==> config.mk <==
export PLATFORM = sky130hd
export DESIGN_NAME = selection_sort_engine_unit
export DESIGN_NICKNAME = d
export VERILOG_FILES = /design/src/rtl/ssort_pkg.sv /design/src/rtl/ssort_minscan.sv /design/src/rtl/selection_sort_engine_unit.sv
export SDC_FILE = /design/constraint.sdc
export NUM_CORES = 2
export LEC_CHECK = 0
export CAP_MARGIN = 0
export CORE_ASPECT_RATIO = 0.7
export CORE_MARGIN = 3
export CORE_UTILIZATION = 65
export CTS_CLUSTER_DIAMETER = 120
export CTS_CLUSTER_SIZE = 25
export DETAILED_ROUTE_END_ITERATION = 6
export DONT_BUFFER_PORTS = 1
export PLACE_DENSITY_LB_ADDON = 0.15
export RECOVER_POWER = 50
export SETUP_SLACK_MARGIN = 0.2
export SLEW_MARGIN = 30
export SYNTH_ARGS = -nofsm -noshare
export SYNTH_HDL_FRONTEND = slang
export SYNTH_HIERARCHICAL = 1
export SYNTH_SLANG_ARGS = --single-unit
==> constraint.sdc <==
create_clock -name clk -period 16.6 [get_ports clk]
set_input_delay 0.83 -clock clk [delete_from_list [all_inputs] [get_ports clk]]
set_output_delay 0.83 -clock clk [all_outputs]
set_load 0.02 [all_outputs]
==> src/rtl/ssort_pkg.sv <==
// Shared types and constants for the selection sort engine.
// No dependencies; every other file in rtl/ imports this package.
package ssort_pkg;

  localparam int DATA_W    = 32;
  localparam int DEPTH_DEF = 32;

  typedef struct packed {
    logic signed [DATA_W-1:0] value;
    logic                     last_in;
  } in_item_t;

  typedef struct packed {
    logic signed [DATA_W-1:0] sorted_value;
    logic                     last_out;
    logic                     overflow;
  } out_item_t;

  // Control from the sequencer to the minimum tracker.
  typedef struct packed {
    logic start;  // first read data of a pass: load the base entry
    logic valid;  // read data present this cycle
  } scan_ctl_t;

endpackage

==> src/rtl/ssort_minscan.sv <==
// Shared signed compare unit that tracks the running minimum of one pass.
// Depends on ssort_pkg.
module ssort_minscan #(
  parameter int CW = 6
) (
  input  logic                           clk,
  input  ssort_pkg::scan_ctl_t           ctl,
  input  logic [ssort_pkg::DATA_W-1:0]   data,
  input  logic [CW-1:0]                  idx,
  output logic [ssort_pkg::DATA_W-1:0]   min_val,
  output logic [CW-1:0]                  min_idx,
  output logic [ssort_pkg::DATA_W-1:0]   base_val
);
  import ssort_pkg::*;

  logic [DATA_W-1:0] min_val_r;
  logic [CW-1:0]     min_idx_r;
  logic [DATA_W-1:0] base_val_r;
  logic              less;

  // Strict less-than keeps the first minimum found on ties.
  assign less = $signed(data) < $signed(min_val_r);

  always_ff @(posedge clk) begin
    if (ctl.start) begin
      min_val_r  <= data;
      min_idx_r  <= idx;
      base_val_r <= data;
    end else if (ctl.valid && less) begin
      min_val_r <= data;
      min_idx_r <= idx;
    end
  end

  assign min_val  = min_val_r;
  assign min_idx  = min_idx_r;
  assign base_val = base_val_r;

endmodule

==> src/rtl/selection_sort_engine_unit.sv <==
// Selection sort engine: top level with element memory and pass sequencer.
// Depends on ssort_pkg and ssort_minscan.
//
// The block collects signed 32-bit items into a DEPTH-entry memory, one item
// per cycle while loading. The item with last_in set closes the set; items
// arriving while the memory is full are dropped and every result of that set
// then carries overflow. The set of n entries is then sorted in place in
// ascending signed order by selection sort, and the n sorted values are sent
// out, the final one with last_out set. in_stall is high from closing a set
// until the final result is loaded into the output register; the next set can
// start loading while that final result still waits to be taken. Timing is
// set by the single read port of the element memory, which delivers one entry
// per cycle to one shared compare unit: the pass for position p reads the base
// entry, has the compare unit take each entry from the base to the end, and
// makes two swap writes. Each result is read from memory and then loaded into
// the output register, where out_stall can hold it, before the next result is
// read. No clearing pass is needed after reset.
module selection_sort_engine_unit #(
  parameter int DEPTH = ssort_pkg::DEPTH_DEF
) (
  input  logic                  clk,
  input  logic                  rst_n,
  input  logic                  in_valid,
  output logic                  in_stall,
  input  ssort_pkg::in_item_t   in_item,
  output logic                  out_valid,
  input  logic                  out_stall,
  output ssort_pkg::out_item_t  out_item
);
  import ssort_pkg::*;

  localparam int AW = (DEPTH > 1) ? $clog2(DEPTH) : 1;
  localparam int CW = $clog2(DEPTH + 1);
  localparam logic [CW-1:0] DEPTH_C = CW'(DEPTH);
  localparam logic [CW-1:0] ONE_C   = CW'(1);

  typedef enum logic [2:0] {
    S_LOAD,   // accept items into memory
    S_START,  // read the base entry of a pass
    S_SCAN,   // stream remaining entries through the compare unit
    S_SWAP1,  // write base value to the minimum's slot
    S_SWAP2,  // write minimum to the base slot
    S_ORD,    // read the next sorted entry
    S_OLD     // load it into the output register
  } state_t;

  // Element memory, one write and one registered read port.
  logic [DATA_W-1:0] mem [DEPTH];
  logic [DATA_W-1:0] rd_data_r;
  logic              we;
  logic [AW-1:0]     wa;
  logic [DATA_W-1:0] wd;
  logic              re;
  logic [AW-1:0]     ra;

  state_t        state_r, state_nxt;
  logic [CW-1:0] count_r, count_nxt;
  logic          dropped_r, dropped_nxt;
  logic          ovf_r, ovf_nxt;
  logic [CW-1:0] n_r, n_nxt;
  logic [CW-1:0] pos_r, pos_nxt;
  logic [CW-1:0] ptr_r, ptr_nxt;
  logic          rdv_r, rdv_nxt;
  logic [CW-1:0] rd_idx_r, rd_idx_nxt;
  logic          out_valid_r, out_valid_nxt;
  out_item_t     out_r, out_nxt;

  logic              in_acc;
  logic              full;
  logic              last_data;
  scan_ctl_t         scan_ctl;
  logic [DATA_W-1:0] min_val;
  logic [CW-1:0]     min_idx;
  logic [DATA_W-1:0] base_val;

  assign in_stall  = (state_r != S_LOAD);
  assign in_acc    = in_valid && !in_stall;
  assign full      = (count_r == DEPTH_C);
  assign last_data = rdv_r && (rd_idx_r == n_r - ONE_C);

  assign scan_ctl.start = rdv_r && (rd_idx_r == pos_r);
  assign scan_ctl.valid = rdv_r;

  ssort_minscan #(
    .CW(CW)
  ) u_minscan (
    .clk      (clk),
    .ctl      (scan_ctl),
    .data     (rd_data_r),
    .idx      (rd_idx_r),
    .min_val  (min_val),
    .min_idx  (min_idx),
    .base_val (base_val)
  );

  // Memory port selection.
  always_comb begin
    we = 1'b0;
    wa = count_r[AW-1:0];
    wd = in_item.value;
    re = 1'b0;
    ra = pos_r[AW-1:0];
    case (state_r)
      S_LOAD: begin
        we = in_acc && !full;
      end
      S_START: begin
        re = (pos_r + ONE_C) < n_r;
      end
      S_SCAN: begin
        re = ptr_r < n_r;
        ra = ptr_r[AW-1:0];
      end
      S_SWAP1: begin
        we = 1'b1;
        wa = min_idx[AW-1:0];
        wd = base_val;
      end
      S_SWAP2: begin
        we = 1'b1;
        wa = pos_r[AW-1:0];
        wd = min_val;
      end
      S_ORD: begin
        re = 1'b1;
      end
      default: begin
      end
    endcase
  end

  always_ff @(posedge clk) begin
    if (we) begin
      mem[wa] <= wd;
    end
    if (re) begin
      rd_data_r <= mem[ra];
    end
  end

  // Sequencer next-state logic.
  always_comb begin
    state_nxt     = state_r;
    count_nxt     = count_r;
    dropped_nxt   = dropped_r;
    ovf_nxt       = ovf_r;
    n_nxt         = n_r;
    pos_nxt       = pos_r;
    ptr_nxt       = ptr_r;
    rdv_nxt       = 1'b0;
    rd_idx_nxt    = rd_idx_r;
    out_valid_nxt = out_valid_r && out_stall;
    out_nxt       = out_r;

    case (state_r)
      S_LOAD: begin
        if (in_acc) begin
          if (!full) begin
            count_nxt = count_r + ONE_C;
          end else begin
            dropped_nxt = 1'b1;
          end
          if (in_item.last_in) begin
            // Close the set; memory keeps the entries, counters restart.
            n_nxt       = full ? count_r : count_r + ONE_C;
            ovf_nxt     = dropped_r || full;
            count_nxt   = '0;
            dropped_nxt = 1'b0;
            pos_nxt     = '0;
            state_nxt   = S_START;
          end
        end
      end
      S_START: begin
        if ((pos_r + ONE_C) < n_r) begin
          rdv_nxt    = 1'b1;
          rd_idx_nxt = pos_r;
          ptr_nxt    = pos_r + ONE_C;
          state_nxt  = S_SCAN;
        end else begin
          pos_nxt   = '0;
          state_nxt = S_ORD;
        end
      end
      S_SCAN: begin
        if (ptr_r < n_r) begin
          rdv_nxt    = 1'b1;
          rd_idx_nxt = ptr_r;
          ptr_nxt    = ptr_r + ONE_C;
        end
        if (last_data) begin
          state_nxt = S_SWAP1;
        end
      end
      S_SWAP1: begin
        state_nxt = S_SWAP2;
      end
      S_SWAP2: begin
        pos_nxt   = pos_r + ONE_C;
        state_nxt = S_START;
      end
      S_ORD: begin
        state_nxt = S_OLD;
      end
      S_OLD: begin
        // Load only when the output register is free or being taken.
        if (!out_valid_r || !out_stall) begin
          out_valid_nxt        = 1'b1;
          out_nxt.sorted_value = $signed(rd_data_r);
          out_nxt.last_out     = (pos_r == n_r - ONE_C);
          out_nxt.overflow     = ovf_r;
          if (pos_r == n_r - ONE_C) begin
            state_nxt = S_LOAD;
          end else begin
            pos_nxt   = pos_r + ONE_C;
            state_nxt = S_ORD;
          end
        end
      end
      default: begin
        state_nxt = S_LOAD;
      end
    endcase
  end

  always_ff @(posedge clk) begin
    if (!rst_n) begin
      state_r     <= S_LOAD;
      count_r     <= '0;
      dropped_r   <= 1'b0;
      rdv_r       <= 1'b0;
      out_valid_r <= 1'b0;
    end else begin
      state_r     <= state_nxt;
      count_r     <= count_nxt;
      dropped_r   <= dropped_nxt;
      rdv_r       <= rdv_nxt;
      out_valid_r <= out_valid_nxt;
    end
    ovf_r    <= ovf_nxt;
    n_r      <= n_nxt;
    pos_r    <= pos_nxt;
    ptr_r    <= ptr_nxt;
    rd_idx_r <= rd_idx_nxt;
    out_r    <= out_nxt;
  end

  assign out_valid = out_valid_r;
  assign out_item  = out_r;

endmodule

==> key figures <==
Outcome
  • Run status: finished with violations
  • Failing checks: design-rule violations, max-capacitance violations, max-slew violations

Floorplan
  • Core Area: 0.0707 mm^2
  • Die area: 0.0756 mm^2
  • # IOs: 73
  • Initial Util: 66.5%
  • Row count: 81
  • Die Wd: 327 um
  • Die height: 231 um

CTS
  • CTS resizes: 0
  • Clk_lat worst skew: 0.67 ns
  • CTS buffer count: 53
  • CTS clock-pin slew for the worst setup and hold paths: 0.10 ns
  • CTS tree: done
  • Clk root buf: clkbuf_16
  • Post-CTS setup buffers: 0
  • Sink Count: 1196
  • Hold_buf cts: 0
  • Longest Clk Path Bufs: 3
  • Htree depth: 2

STA
  • TNS Setup: 0 ns
  • RSZ-0062 raised after global routing: no
  • Slew margin rel.: -171%
  • Setup ws final: 6.45 ns
  • Fmax: 98.5 MHz
  • Slew @ Worst Pin: 4.06 ns
  • Max Clock Skew: 0.0221 ns
  • Final Hold Viols: 0
  • Pins Over Slew Limit: 302
  • Final Cycle Share: 61.1%
  • Fin crit period: 10.15 ns
  • Final setup viols: 0

Finish
  • Most frequent cells in the layout: edfxtp_1 (1184), nand2_1 (617), mux2i_1 (261)
  • Total Nets Final: 3047
  • Share of cells above drive strength 1: 5.63%
  • Area growth syn-to-layout: 5.76%
  • Ant diodes: 0
  • Final std cells w/o fill: 3939
  • Commonest non-fill, non-tap cell in the layout: edfxtp_1
  • FILL cells: 4577

Drt
  • Antenna violation net count after detailed routing: 0
  • WL/cell: 32.8 um
  • DRT Wirelength: 129000 um
  • Vias per cell: 7.03
  • DRT Pass-1 Iters: 7
  • DRT iter0 DRCs: 4446
  • Via count: 27700
  • Residual DRC: 2

Critical path
  • R2R Path Start: state_r[2]
  • Critical Path RT: 17.13 ns
  • Crit-path cells: nor3b_1 -> mux2_1 -> clkinv_16 -> buf_6 -> buf_6 -> buf_4 -> mux2i_1 -> a32oi_1 -> nand4_1 -> nor2_1
  • Startpoint types: register
  • Critical-path maximum fanout: 224
  • Reg2reg path depth: 10
  • Critical-path cell with the highest stage delay: mux2_1
  • Crit path DAT: 10.68 ns
  • Setup CP Type: reg2reg
  • CP dominant cell by count: buf_6
  • Critical Path Max Stage Delay: 3.12 ns
  • Crit. End Element: register
  • Reg2reg end: rd_data_r[12]
  • R2R Setup Slk: 6.45 ns

Placement
  • RePlAce Congestion: 0.908
  • Setup WS pre-CTS: 9.97 ns
  • Placed cells: 3862
  • Post-DP HPWL: 70700 um
  • # port buffers: 0

Global routing
  • GRT overflow: 0
  • Pin count of the biggest net entering global routing: 225
  • Vias in the first global route: 26200
  • Tot GR Track Use: 34.1%
  • Initial antenna violation count: 1
  • First-pass GRT wire length: 184000 um

Power
  • P_leak: 16.7 nW
  • Sequential cell fraction of total power: 48.9%
  • Int Pwr: 0.00528 W
  • Pwr Total: 0.00831 W
  • VDD IR max: 0.206 mV
  • Pwr/cell area: 167 mW/mm^2
  • Clock Power Share: 18.0%
  • Gate power share: 33.1%
  • Switch Pwr: 0.00303 W
  • Sw Ratio: 36.5%

Hold path
  • Hold path cells: 2
  • Worst hold path type: in2reg
  • Hold_sp: out_stall
  • Hold Path End: out_valid

Synth
  • Post-Syn Nets: 3094
  • Total number of yosys warnings: 6
  • Syn_area_per_cell: 15.6 um^2
  • Cell Area, Synth: 0.0470 mm^2
  • Syn Inst Count: 3010

Flow run
  • Max-cap violations: 11
per-layer routing:
| layer | up-vias | share of wire (%) | global-route usage, % |
|---|---|---|---|
| li1 | 11500 | - | - |
| met3 | 277 | 14 | 8.52 |
| met2 | 2017 | 44 | 50.2 |
| met5 | - | 0 | 0 |
| met1 | 13900 | 39 | 51.3 |
| met4 | 0 | 3.3 | 10.3 |
metrics by stage:
step	util (%)	instance area, um^2	hold WS [ns]
3_5_place_dp	68.4	48400	0.457
4_1_cts	70.5	49800	0.267
3_3_place_gp	68.3	48300	0.455
6_report	70.3	49700	0.291
5_1_grt	70.3	49700	0.290
2_1_floorplan	-	47000	0.400
worst max-delay path: cells and delay by family, from the launching register on:
| kind | cells | cell delay, ns |
|---|---|---|
| buffers and inverters | 4 | 3.27 |
| DFF | 1 | 0.63 |
| AOI/OAI and AO/OA | 1 | 0.23 |
| muxes | 2 | 3.33 |
| and+or+nand+nor | 3 | 2.24 |
worst max path at each step:
| stage | start | to | slack (ns) | cells past startpoint |
|---|---|---|---|---|
| 4_1_cts | state_r[1] | rd_data_r[12] | 9.95 | 10 |
| 5_1_grt | state_r[1] | rd_data_r[10] | 5.82 | 10 |
| 3_5_place_dp | state_r[1] | rd_data_r[12] | 9.97 | 10 |
| 2_1_floorplan | pos_r[2] | u_minscan/min_idx[0] | 10.87 | 6 |
| 3_3_place_gp | state_r[1] | rd_data_r[12] | 10.18 | 10 |
| 6_report | state_r[2] | rd_data_r[12] | 6.45 | 10 |
flip-flops by register name, indices dropped and copies added, names as in the netlist:
register,flops
u_minscan/base_val,32
count_r,6
rd_data_r,32
ovf_r,1
state_r,3
out_valid,1
ptr_r,6
dropped_r,1
pos_r,6
n_r,6
u_minscan/min_val,32
rdv_r,1
u_minscan/min_idx,5
mem,1024
rd_idx_r,6
out_item,34
area by class of cell:
type / instances / area (um^2) / share of cell area (%)
Sequential cell: 1196 / 35800 / 72.0
Multi-Input combinational cell: 1600 / 10600 / 21.3
Clock buffer: 76 / 1480 / 2.97
Tap cell: 954 / 1190 / 2.40
Timing Repair Buffer: 61 / 454 / 0.914
Inverter: 51 / 218 / 0.438
Clock inverter: 1 / 8.76 / 0.0176
power by group through the flow:
stage	combinational, W	clock, W	sequential [W]
2_1_floorplan	0.00183	0	0.00398
4_1_cts	0.00268	0.00150	0.00405
3_5_place_dp	0.00267	0	0.00412
3_3_place_gp	0.00259	0	0.00411
5_1_grt	0.00292	0.00160	0.00408
6_report	0.00276	0.00149	0.00406
Note: power is estimated with default switching activity, not from simulation.
